--- src/rtl/rpn_pkg.sv ---
// ----------------------------------------------------------------------------
// rpn_pkg
// Shared widths, codes and control structs for the RPN stack calculator.
// ----------------------------------------------------------------------------
package rpn_pkg;

	localparam int DATA_W          = 32;
	localparam int COUNT_W         = 5;
	localparam int STATUS_W        = 2;
	localparam int OP_W            = 2;
	localparam int STACK_DEPTH_DEF = 16;

	// one shift-add / shift-subtract step per operand bit
	localparam int STEPS = DATA_W;
	localparam int CNT_W = $clog2(STEPS);

	// item kinds
	localparam logic KIND_PUSH = 1'b0;
	localparam logic KIND_CALC = 1'b1;

	// operation codes
	localparam logic [OP_W-1:0] OP_ADD = 2'd0;
	localparam logic [OP_W-1:0] OP_SUB = 2'd1;
	localparam logic [OP_W-1:0] OP_MUL = 2'd2;
	localparam logic [OP_W-1:0] OP_DIV = 2'd3;

	// status codes
	localparam logic [STATUS_W-1:0] ST_OK   = 2'd0;
	localparam logic [STATUS_W-1:0] ST_FULL = 2'd1;
	localparam logic [STATUS_W-1:0] ST_FEW  = 2'd2;
	localparam logic [STATUS_W-1:0] ST_DIV0 = 2'd3;

	// request into the arithmetic unit
	typedef struct packed {
		logic            start;
		logic [OP_W-1:0] op;
	} alu_req_t;

	// response from the arithmetic unit
	typedef struct packed {
		logic              busy;
		logic              done;
		logic [DATA_W-1:0] result;
	} alu_rsp_t;

endpackage

--- src/rtl/rpn_in_if.sv ---
// ----------------------------------------------------------------------------
// rpn_in_if
// Input channel: one push or calc word with valid/ready handshake.
// ----------------------------------------------------------------------------
interface rpn_in_if;
	logic                                valid;
	logic                                ready;
	logic                                kind;
	logic signed [rpn_pkg::DATA_W-1:0]   value;
	logic        [rpn_pkg::OP_W-1:0]     op;

	modport source (output valid, output kind, output value, output op, input ready);
	modport sink   (input valid, input kind, input value, input op, output ready);
endinterface

--- src/rtl/rpn_out_if.sv ---
// ----------------------------------------------------------------------------
// rpn_out_if
// Output channel: one result word per input word, valid/ready handshake.
// ----------------------------------------------------------------------------
interface rpn_out_if;
	logic                                valid;
	logic                                ready;
	logic signed [rpn_pkg::DATA_W-1:0]   top_value;
	logic        [rpn_pkg::COUNT_W-1:0]  stack_count;
	logic        [rpn_pkg::STATUS_W-1:0] status;

	modport source (output valid, output top_value, output stack_count, output status,
		input ready);
	modport sink   (input valid, input top_value, input stack_count, input status,
		output ready);
endinterface

--- src/rtl/rpn_alu.sv ---
// ----------------------------------------------------------------------------
// rpn_alu
// Shared arithmetic unit around a single 33-bit adder. Add and subtract
// finish without iterating; multiply (shift-add) and signed divide (restoring,
// on magnitudes) take one step per bit.
// ----------------------------------------------------------------------------
module rpn_alu (
	input  logic                          clk,
	input  logic                          arst_n,
	input  rpn_pkg::alu_req_t             req,
	input  logic [rpn_pkg::DATA_W-1:0]    lhs,
	input  logic [rpn_pkg::DATA_W-1:0]    rhs,
	output rpn_pkg::alu_rsp_t             rsp
);

	localparam int W = rpn_pkg::DATA_W;

	logic                       busy_q;
	logic                       done_q;
	logic [rpn_pkg::CNT_W-1:0]  cnt_q;
	logic [rpn_pkg::OP_W-1:0]   op_q;
	logic                       neg_q;
	logic [W-1:0]               acc_q;   // product / partial remainder
	logic [W-1:0]               x_q;     // multiplicand / divisor
	logic [W-1:0]               y_q;     // multiplier / dividend-quotient
	logic [W-1:0]               res_q;

	logic [W:0]                 add_a;
	logic [W:0]                 add_b;
	logic                       add_cin;
	logic [W+1:0]               sum;
	logic                       qbit;
	logic [W-1:0]               qmag;
	logic [W-1:0]               lhs_mag;
	logic [W-1:0]               rhs_mag;
	logic                       last_step;

	// shared adder operand select
	always_comb begin
		add_a   = {1'b0, lhs};
		add_b   = {1'b0, rhs};
		add_cin = 1'b0;
		if (busy_q) begin
			if (op_q == rpn_pkg::OP_DIV) begin
				add_a   = {acc_q, y_q[W-1]};
				add_b   = ~{1'b0, x_q};
				add_cin = 1'b1;
			end else begin
				add_a = {1'b0, acc_q};
				add_b = y_q[0] ? {1'b0, x_q} : '0;
			end
		end else if (req.op == rpn_pkg::OP_SUB) begin
			add_b   = ~{1'b0, rhs};
			add_cin = 1'b1;
		end
	end

	assign sum       = {1'b0, add_a} + {1'b0, add_b} + {{(W+1){1'b0}}, add_cin};
	assign qbit      = sum[W+1];                 // no borrow: divisor fits
	assign qmag      = {y_q[W-2:0], qbit};
	assign lhs_mag   = lhs[W-1] ? (~lhs + 1'b1) : lhs;
	assign rhs_mag   = rhs[W-1] ? (~rhs + 1'b1) : rhs;
	assign last_step = (cnt_q == rpn_pkg::CNT_W'(rpn_pkg::STEPS - 1));

	// control
	always_ff @(posedge clk or negedge arst_n) begin
		if (!arst_n) begin
			busy_q <= 1'b0;
			done_q <= 1'b0;
			cnt_q  <= '0;
		end else begin
			if (busy_q) begin
				cnt_q  <= cnt_q + 1'b1;
				done_q <= last_step;
				if (last_step) begin
					busy_q <= 1'b0;
				end
			end else if (req.start) begin
				cnt_q <= '0;
				if (req.op == rpn_pkg::OP_MUL || req.op == rpn_pkg::OP_DIV) begin
					busy_q <= 1'b1;
					done_q <= 1'b0;
				end else begin
					done_q <= 1'b1;
				end
			end else begin
				done_q <= 1'b0;
			end
		end
	end

	// datapath
	always_ff @(posedge clk) begin
		if (busy_q) begin
			if (op_q == rpn_pkg::OP_DIV) begin
				acc_q <= qbit ? sum[W-1:0] : add_a[W-1:0];
				y_q   <= qmag;
				if (last_step) begin
					res_q <= neg_q ? (~qmag + 1'b1) : qmag;
				end
			end else begin
				acc_q <= sum[W-1:0];
				x_q   <= {x_q[W-2:0], 1'b0};
				y_q   <= {1'b0, y_q[W-1:1]};
				if (last_step) begin
					res_q <= sum[W-1:0];
				end
			end
		end else if (req.start) begin
			op_q  <= req.op;
			acc_q <= '0;
			neg_q <= lhs[W-1] ^ rhs[W-1];
			res_q <= sum[W-1:0];
			if (req.op == rpn_pkg::OP_DIV) begin
				x_q <= rhs_mag;
				y_q <= lhs_mag;
			end else begin
				x_q <= lhs;
				y_q <= rhs;
			end
		end
	end

	assign rsp.busy   = busy_q;
	assign rsp.done   = done_q;
	assign rsp.result = res_q;

endmodule

--- src/rtl/rpn_stack_calculator.sv ---
// ----------------------------------------------------------------------------
// rpn_stack_calculator
// Stack calculator on 32-bit signed words with a shared iterative ALU.
// ----------------------------------------------------------------------------
// Accept to result valid: a push or a refused calc goes straight to finish;
// a calc reads its left operand, waits on the ALU, then finishes. One word in
// flight; the next word is taken the cycle after the result is registered,
// mul/div bound by the 32 shift-add/subtract steps of the shared ALU. Top of
// stack lives in a register; lower entries sit in a one-read-port memory.
// Reset (arst_n low) empties the stack and drops any pending result.
module rpn_stack_calculator #(
	parameter int STACK_DEPTH = rpn_pkg::STACK_DEPTH_DEF
) (
	input  logic        clk,
	input  logic        arst_n,
	rpn_in_if.sink      req,
	rpn_out_if.source   rsp
);

	localparam int W    = rpn_pkg::DATA_W;
	localparam int SP_W = $clog2(STACK_DEPTH + 1);
	localparam int AW   = $clog2(STACK_DEPTH);

	localparam logic [1:0] S_IDLE = 2'd0;
	localparam logic [1:0] S_RD   = 2'd1;
	localparam logic [1:0] S_WAIT = 2'd2;
	localparam logic [1:0] S_FIN  = 2'd3;

	logic [1:0]                     state_q;
	logic [SP_W-1:0]                sp_q;
	logic [W-1:0]                   top_q;
	logic [rpn_pkg::OP_W-1:0]       op_q;
	logic [rpn_pkg::STATUS_W-1:0]   status_q;
	logic                           ovalid_q;
	logic [W-1:0]                   otop_q;
	logic [rpn_pkg::COUNT_W-1:0]    ocount_q;
	logic [rpn_pkg::STATUS_W-1:0]   ostatus_q;

	logic [W-1:0]                   mem [STACK_DEPTH];
	logic [W-1:0]                   rd_q;
	logic                           mem_we;
	logic [AW-1:0]                  waddr;
	logic [AW-1:0]                  raddr;
	logic [SP_W-1:0]                sp_m1;
	logic [SP_W-1:0]                sp_m2;

	logic                           accept;
	logic                           is_full;
	logic                           few;
	logic                           out_free;

	rpn_pkg::alu_req_t              alu_req;
	rpn_pkg::alu_rsp_t              alu_rsp;

	assign accept   = req.valid && req.ready;
	assign is_full  = (sp_q == SP_W'(STACK_DEPTH));
	assign few      = (sp_q < SP_W'(2));
	assign out_free = !ovalid_q || rsp.ready;
	assign sp_m1    = sp_q - 1'b1;
	assign sp_m2    = sp_q - SP_W'(2);
	assign waddr    = sp_m1[AW-1:0];
	assign raddr    = sp_m2[AW-1:0];

	// old top spills into memory on a push
	assign mem_we = accept && (req.kind == rpn_pkg::KIND_PUSH) && !is_full
		&& (sp_q != '0);

	always_ff @(posedge clk) begin
		if (mem_we) begin
			mem[waddr] <= top_q;
		end
		rd_q <= mem[raddr];
	end

	// shared arithmetic unit: left from memory, right from top register
	assign alu_req.start = (state_q == S_RD);
	assign alu_req.op    = op_q;

	rpn_alu u_alu (
		.clk    (clk),
		.arst_n (arst_n),
		.req    (alu_req),
		.lhs    (rd_q),
		.rhs    (top_q),
		.rsp    (alu_rsp)
	);

	// sequencer and stack control
	always_ff @(posedge clk or negedge arst_n) begin
		if (!arst_n) begin
			state_q <= S_IDLE;
			sp_q    <= '0;
		end else begin
			case (state_q)
				S_IDLE: begin
					if (accept) begin
						if (req.kind == rpn_pkg::KIND_PUSH) begin
							state_q <= S_FIN;
							if (!is_full) begin
								sp_q <= sp_q + 1'b1;
							end
						end else if (few || (req.op == rpn_pkg::OP_DIV && top_q == '0)) begin
							state_q <= S_FIN;
						end else begin
							state_q <= S_RD;
						end
					end
				end
				S_RD: begin
					state_q <= S_WAIT;
				end
				S_WAIT: begin
					if (alu_rsp.done) begin
						sp_q    <= sp_m1;
						state_q <= S_FIN;
					end
				end
				S_FIN: begin
					if (out_free) begin
						state_q <= S_IDLE;
					end
				end
				default: begin
					state_q <= S_IDLE;
				end
			endcase
		end
	end

	// top register, op and status
	always_ff @(posedge clk) begin
		if (accept) begin
			op_q <= req.op;
			if (req.kind == rpn_pkg::KIND_PUSH) begin
				if (is_full) begin
					status_q <= rpn_pkg::ST_FULL;
				end else begin
					status_q <= rpn_pkg::ST_OK;
					top_q    <= req.value;
				end
			end else if (few) begin
				status_q <= rpn_pkg::ST_FEW;
			end else if (req.op == rpn_pkg::OP_DIV && top_q == '0) begin
				status_q <= rpn_pkg::ST_DIV0;
			end else begin
				status_q <= rpn_pkg::ST_OK;
			end
		end else if (state_q == S_WAIT && alu_rsp.done) begin
			top_q <= alu_rsp.result;
		end
	end

	// output register
	always_ff @(posedge clk or negedge arst_n) begin
		if (!arst_n) begin
			ovalid_q <= 1'b0;
		end else if (state_q == S_FIN && out_free) begin
			ovalid_q <= 1'b1;
		end else if (rsp.ready) begin
			ovalid_q <= 1'b0;
		end
	end

	always_ff @(posedge clk) begin
		if (state_q == S_FIN && out_free) begin
			otop_q    <= (sp_q == '0) ? '0 : top_q;
			ocount_q  <= rpn_pkg::COUNT_W'(sp_q);
			ostatus_q <= status_q;
		end
	end

	assign req.ready       = (state_q == S_IDLE);
	assign rsp.valid       = ovalid_q;
	assign rsp.top_value   = otop_q;
	assign rsp.stack_count = ocount_q;
	assign rsp.status      = ostatus_q;

	// checks
	a_sp_bound: assert property (@(posedge clk) disable iff (!arst_n)
		sp_q <= SP_W'(STACK_DEPTH))
		else $error("stack pointer beyond depth");

	a_alu_done_in_wait: assert property (@(posedge clk) disable iff (!arst_n)
		alu_rsp.done |-> state_q == S_WAIT)
		else $error("ALU result outside wait state");

	a_push_grows: assert property (@(posedge clk) disable iff (!arst_n)
		(accept && req.kind == rpn_pkg::KIND_PUSH && !is_full)
		|=> sp_q == $past(sp_q) + 1'b1)
		else $error("push did not grow stack");

endmodule
--- src/flat_wrapper.sv ---
// flat-port wrapper written by rule: the top's interface ports become plain ports
module rpn_stack_calculator_flat 
#(
	parameter int STACK_DEPTH = rpn_pkg::STACK_DEPTH_DEF
)
  (clk, arst_n, req_valid, req_kind, req_value, req_op, req_ready, rsp_valid, rsp_top_value, rsp_stack_count, rsp_status, rsp_ready);
  rpn_in_if req_i ();
  rpn_out_if rsp_i ();
  input  logic clk;
  input  logic arst_n;
  input wire logic [$bits(req_i.valid)-1:0] req_valid;
  input wire logic [$bits(req_i.kind)-1:0] req_kind;
  input wire logic [$bits(req_i.value)-1:0] req_value;
  input wire logic [$bits(req_i.op)-1:0] req_op;
  output wire logic [$bits(req_i.ready)-1:0] req_ready;
  output wire logic [$bits(rsp_i.valid)-1:0] rsp_valid;
  output wire logic [$bits(rsp_i.top_value)-1:0] rsp_top_value;
  output wire logic [$bits(rsp_i.stack_count)-1:0] rsp_stack_count;
  output wire logic [$bits(rsp_i.status)-1:0] rsp_status;
  input wire logic [$bits(rsp_i.ready)-1:0] rsp_ready;
  assign req_i.valid = req_valid;
  assign req_i.kind = req_kind;
  assign req_i.value = req_value;
  assign req_i.op = req_op;
  assign req_ready = req_i.ready;
  assign rsp_valid = rsp_i.valid;
  assign rsp_top_value = rsp_i.top_value;
  assign rsp_stack_count = rsp_i.stack_count;
  assign rsp_status = rsp_i.status;
  assign rsp_i.ready = rsp_ready;
  rpn_stack_calculator #(.STACK_DEPTH(STACK_DEPTH)) u_core (.clk(clk), .arst_n(arst_n), .req(req_i), .rsp(rsp_i));
endmodule
--- config.mk ---
export PLATFORM = sky130hd
export DESIGN_NAME = rpn_stack_calculator_flat
export DESIGN_NICKNAME = d
export VERILOG_FILES = /design/src/rtl/rpn_pkg.sv /design/src/rtl/rpn_in_if.sv /design/src/rtl/rpn_out_if.sv /design/src/rtl/rpn_alu.sv /design/src/rtl/rpn_stack_calculator.sv /design/src/flat_wrapper.sv
export SDC_FILE = /design/constraint.sdc
export NUM_CORES = 1
export LEC_CHECK = 0
export BUFFER_PORTS_ARGS = -buffer_cell sky130_fd_sc_hd__buf_2
export CORE_ASPECT_RATIO = 0.9
export CORE_MARGIN = 4
export CORE_UTILIZATION = 45
export DETAILED_ROUTE_END_ITERATION = 16
export SYNTH_ARGS = -nofsm -noshare
export SYNTH_HDL_FRONTEND = slang
export SYNTH_SLANG_ARGS = --single-unit
--- constraint.sdc ---
create_clock -name clk -period 6.93 [get_ports clk]
set_input_delay 0.3465 -clock clk [delete_from_list [all_inputs] [get_ports clk]]
set_output_delay 0.3465 -clock clk [all_outputs]
set_load 0.05 [all_outputs]
Word-level counts from Yosys, hierarchy flattened --
Memory sizes are Yosys's and may differ from the RTL's. A register that Yosys moved wholly into a read port is not among the register bits. Index checks and enable logic that the tools add are counted.
Operators by class: add/sub/neg operators 9, magnitude comparators 1, eq/ne operators 19, mux-type cells 61, bitwise operators 8, reductions and logical operators 26
Operators with widths (number):
- two-way mux 32 bit | 25
- two-way mux 33 bit | 5
- adder 32 x 1 -> 32 bit, second input constant | 3
- inverter 32 bit | 3
- inverter 32 -> 33 bit | 2
- adder 33 x 33 -> 34 bit | 1
- adder 34 x 1 -> 34 bit | 1
- zero test 32 bit | 1
- two-way mux 5 bit | 6
- two-way mux 2 bit | 8
- two-way mux 1 bit | 15
- inequality test 2 bit, second input constant | 7
- == test 2 bit, second input constant | 6
- adder 5 x 1 -> 5 bit, second input constant | 2
- == test 5 bit, second input constant | 2
- case mux 5 bit (2 select lines) | 1
- case mux 2 bit (4 select lines) | 1
- nonzero test 2 bit | 4
- logical AND 1 bit | 7
- AND reduction 2 bit | 3
- AND reduction 3 bit | 2
- zero test 5 bit | 1
- < comparator 5 x 2 -> 1 bit, second input constant | 1
- AND reduction 5 bit | 1
- 10 further kinds | 16
Word-level totals: bits in registers 221, bits in writable memories 512, input bits 39, memories 1
Memory list:
- u_core.mem | depth 16, width 32, read ports 1, clocked after Yosys merged registers in 1, wr ports 1, RTL line rpn_stack_calculator.sv:39 | logic [W-1:0] mem [STACK_DEPTH];

Logic depth before layout (Yosys ltp) --
depth in word-level cells 11, mapped depth 26, mapped depth without buffers 21

Modules after synthesis --
A second synthesis with hierarchy kept.
Unflattened totals: cell total of the unflattened synthesis 2464, area total of the unflattened synthesis 35678.0 µm²
By module, submodules not included:
- rpn_stack_calculator | instances 1, cells an instance 1009, area an instance 23690.2 µm², sequential area each 18467.7 µm²
- rpn_alu | instances 1, cells an instance 1455, area an instance 11987.7 µm², sequential area each 4108.9 µm²

Worst setup path after synthesis --
No wires, ideal clock.
path type reg-to-reg, start point register u_core.u_alu.op_q[0] (netlist bit), end point register u_core.u_alu.res_q[30] (data pin), data arrival time 5.536 ns, data required time 6.660 ns, path slack 1.123 ns, cell stages (with the launch flop) 25, buffers on the path 5, clock period less this slack 5.807 ns, path through edfxtp_1 -> clkbuf_1 -> nand2_1 -> clkbuf_1 -> clkbuf_1 -> mux2i_1 -> a21oi_1 -> fa_1 -> a21o_1 -> a21oi_1 -> o21ai_0 -> a21oi_1 -> o21a_1 -> o211ai_1 -> clkbuf_1 -> inv_1 -> ha_1 -> nand2_1 -> or3_1 -> clkbuf_1 -> or3_1 -> o41ai_1 -> xnor2_1 -> nor2_1 -> a21oi_1
On the way: word-level cells in the longest chain between the ends 11, elaborated cells between the ends (all ways) 17
Ends and longest elaborated chain:
- start, declared | RTL line rpn_alu.sv:21 | logic [rpn_pkg::OP_W-1:0] op_q;
- start signal, assigned | RTL line rpn_alu.sv:110 | op_q <= req.op;
- == test 2 bit (*) | RTL line rpn_alu.sv:44, rpn_alu.sv:95
- two-way mux 33 bit | RTL line rpn_alu.sv:44 | if (op_q == rpn_pkg::OP_DIV) begin
- two-way mux 33 bit | RTL line rpn_alu.sv:43 | if (busy_q) begin
- adder 33 x 33 -> 34 bit | RTL line rpn_alu.sv:58 | assign sum = {1'b0, add_a} + {1'b0, add_b} + {{(W+1){1'b0}}, add_cin};
- adder 34 x 1 -> 34 bit | RTL line rpn_alu.sv:58
- inverter 32 bit | RTL line rpn_alu.sv:99 | res_q <= neg_q ? (~qmag + 1'b1) : qmag;
- adder 32 x 1 -> 32 bit | RTL line rpn_alu.sv:99
- two-way mux 32 bit | RTL line rpn_alu.sv:99
- two-way mux 32 bit | RTL line rpn_alu.sv:98 | if (last_step) begin
- two-way mux 32 bit | RTL line rpn_alu.sv:95 | if (op_q == rpn_pkg::OP_DIV) begin
- two-way mux 32 bit (*) | RTL line rpn_alu.sv:94 | if (busy_q) begin
- end signal, assigned | RTL line rpn_alu.sv:99
- end signal, assigned | RTL line rpn_alu.sv:106 | res_q <= sum[W-1:0];
- end signal, assigned | RTL line rpn_alu.sv:113 | res_q <= sum[W-1:0];
- end, declared | RTL line rpn_alu.sv:26 | logic [W-1:0] res_q;
Mark *: on every way between the ends. The rest lies on a longest branch, timed or not. The select of a mux whose other input is x is not followed. A chain may end at the register's enable or synchronous reset.

Worst setup path in the final report --
start point register u_core.u_alu.op_q[1] (netlist bit), end point register u_core.u_alu.res_q[30] (data pin)
Same word-level chain as after synthesis.

==> impl_metrics.json <==
{
  "critPathTopFamily": "simple AND/OR/NAND/NOR gates",
  "cts-root-buf": "clkbuf_16",
  "pin_count": 80,
  "setup_viol": 0,
  "drive_gt1_frac": 0.194,
  "first_pass_iters": 6,
  "period_needed_ns": 6.06,
  "rsz0062_at_grt": "no",
  "synth_commonest_cells": "edfxtp_1, a21oi_1, nand2_1, nor2_1, mux4_2",
  "diodes": 0,
  "p_int_uw": 12100,
  "critical_path.cell_chain": "nand2_4, mux2i_1, a21oi_1, fa_1, a21o_1, a21oi_1, o21ai_0, a21oi_1, buf_4, o21a_1, o211ai_1, inv_1, ha_1, nand2_1, or3_1, or3_1, o41ai_1, xnor2_1, nor2_1, a21oi_1",
  "core_area_sq_um": 76900,
  "status": "finished clean",
  "die_x_microns": 303,
  "clock-sinks": 765,
  "dieArea_sq_um": 82700,
  "drt_iter0_drc": 2300,
  "cts_tree": "done",
  "vias": 21698,
  "cts_resized": 0,
  "worstPathArrival_ns": 6.42,
  "yosysMostFrequentCell": "edfxtp_1",
  "port_buffers": 79,
  "gp_congestion": 0.936,
  "r2r_slack_ns": 0.87,
  "skew_ns": 0.0282,
  "synth_top_area_share": 0.613,
  "grt_overflow": 0,
  "synth.distinct_cells": 62,
  "synth_area_leaders": "edfxtp_1, mux4_2, xor2_1",
  "relSlewSlack": 0.245,
  "hold_class": "in -> reg",
  "dp_hpwl_mm": 58.2,
  "routedWlPerCell_microns": 26.2,
  "antenna_found_initial": 2,
  "p_per_area_nw_per_um2": 503,
  "clkPwrFrac": 0.213,
  "drc_errors": 0,
  "cts_hold_buffers": 19,
  "r2r_end": "u_core.u_alu.res_q[30]",
  "final_hold_viol_count": 0,
  "ys_warn_count": 0,
  "crit_path_end_kind": "register",
  "synth_edf_count": 718,
  "setup_tns_ns": 0,
  "crit_top_cell": "a21oi_1",
  "clockBufferDepth": 3,
  "start_util": 0.458,
  "power_leakage_uw": 0.0137,
  "p_switching_uw": 7870,
  "synth_top_cell_by_area": "edfxtp_1",
  "drt-total-wl_mm": 94.4,
  "grt_first_pass_wirelength_mm": 139,
  "ant_nets": 0,
  "p_sw_frac": 0.394,
  "irDropWorstVdd_mv": 0.294,
  "syn_inst": 2425,
  "cp-start-kind": "register",
  "fp.dieH_microns": 273,
  "final_max_slew_viol_count": 0,
  "synth_area_per_cell_sq_um": 14.5,
  "critical_path_buf_inv_count": 2,
  "vias_per_cell": 6.03,
  "netlist_area_sq_um": 35200,
  "num_rows": 96,
  "maxCapViolCount": 0,
  "worstSkewPairLatency_ns": 0.64,
  "grt_max_degree": 123,
  "r2r_cells": 20,
  "combinationalPowerShare": 0.421,
  "ys_seq_area_frac": 0.642,
  "post_cts_buffers": 0,
  "htree_levels": 3,
  "pwr-share-seq": 0.366,
  "cts_made_buffers": 77,
  "clk_pin_slew_worst_paths_ns": 0.07,
  "area_growth_pct": 12.9,
  "async_flop_share": 0.0196,
  "worstPathRequired_ns": 7.30,
  "grt_pass1_vias": 21345,
  "max_stage_delay_ns": 0.64,
  "max_freq_ghz": 0.165,
  "min_delay_worst_endpoint": "u_core.top_q[26]",
  "grt_util_all_layers": 0.227,
  "worst_pin_slew_ns": 1.13,
  "cpMaxStageDelayCell": "nand2_4",
  "hp-start": "req_value[26]",
  "fin_hold_ws_ns": 0.0236,
  "synth-main-ff-cell": "edfxtp_1",
  "cp-startpoint": "u_core.u_alu.op_q[1]",
  "r2r_start": "u_core.u_alu.op_q[1]",
  "fin_nets": 2600,
  "min_path_cells": 2,
  "syn_nets": 2516,
  "critPathMaxFanout": 46,
  "ys_seq_elements": 765,
  "critical_path_class": "reg -> reg",
  "min_period_over_period": 0.874
}
[cells in the final DEF (no fill, tap or decap), drive strengths merged, types with 8 or more instances in the layout]
cell / n
or4: 23
o31ai: 32
nand2b: 11
mux2i: 60
dlygate4sd3: 19
mux2: 39
or3: 20
clkinv: 21
ha: 50
clkbuf: 107
buf: 140
a211oi: 23
nand3: 14
nor3: 8
o211ai: 11
o221ai: 9
and2: 8
inv: 32
dfxtp: 32
xor2: 118
nor2b: 37
mux4: 160
a21oi: 201
nand2: 194
xnor2: 40
nor2: 187
o21ai: 138
edfxtp: 718
a21o: 10
dfrtp: 15
o41ai: 21
[worst max path at each step]
| stage | endpoint | cells after the start | slack [ns] |
|---|---|---|---|
| 2_1_floorplan | u_core.u_alu.res_q[30] | 24 | 1.12 |
| 3_3_place_gp | u_core.u_alu.res_q[30] | 21 | 1.21 |
| 6_report | u_core.u_alu.res_q[30] | 20 | 0.87 |
| 4_1_cts | u_core.u_alu.res_q[30] | 20 | 1.01 |
| 5_1_grt | u_core.u_alu.res_q[30] | 22 | 0.43 |
| 3_5_place_dp | u_core.u_alu.res_q[30] | 20 | 1.03 |
[area by class of cell]
type | instances | area (sq um)
Clock buffer | 107 | 2170
Clock inverter | 32 | 405
Fill cell | 6421 | 37100
Inverter | 30 | 113
Multi-Input combinational cell | 1476 | 12100
Sequential cell | 765 | 22600
Tap cell | 1029 | 1290
Timing Repair Buffer | 159 | 1080
[cells by family after synthesis]
family,Yosys count,share of synthesized area
DFF,765,0.642
and+or+nand+nor,529,0.0684
AOI/OAI and AO/OA,478,0.0797
muxes,259,0.132
buffers and inverters,184,0.0199
xor gates and xnor gates,158,0.0393
adders and majority gates,52,0.0189
[flip-flops by register name, summed over array words and instances (netlist names), 2 cells and up]
register                flops
u_core.rd_q                32
u_core.u_alu.res_q         32
u_core.rsp.stack_count      5
u_core.u_alu.y_q           32
u_core.u_alu.acc_q         32
u_core.status_q             2
u_core.op_q                 2
u_core.rsp.top_value       32
u_core.sp_q                 5
u_core.top_q               32
u_core.rsp.status           2
u_core.u_alu.cnt_q          5
u_core.mem                512
u_core.u_alu.x_q           32
u_core.u_alu.op_q           2
u_core.state_q              2
[routing by layer]
metal / vias to the layer above / track usage / part of all wire
li1: 9492 / - / -
met1: 11177 / 0.334 / 0.44
met2: 885 / 0.352 / 0.46
met3: 144 / 0.0404 / 0.078
met4: 0 / 0.0608 / 0.025
met5: - / 0 / 0
[power by group through the flow]
stage          clock network (uW)  registers (uW)  logic (uW)
6_report                     4260            7320        8420
5_1_grt                      4540            7380        9190
2_1_floorplan                   0            7040        5930
3_5_place_dp                    0            7380        8320
3_3_place_gp                    0            7360        8280
4_1_cts                      4340            7300        8400
[per-stage QoR]
stage	std cells	util	setup WS [ns]	total power, uW	cell area, sq um
CTS	3598	0.517	1.01	20000	39700
global route	3598	0.517	0.434	21100	39700
floorplan	2425	-	1.12	13000	35200
global placement	3440	0.481	1.21	15600	37000
finish	3598	0.517	0.873	20000	39700
detailed placement	3440	0.481	1.03	15700	37000
Note: power is estimated with default switching activity, not from simulation.
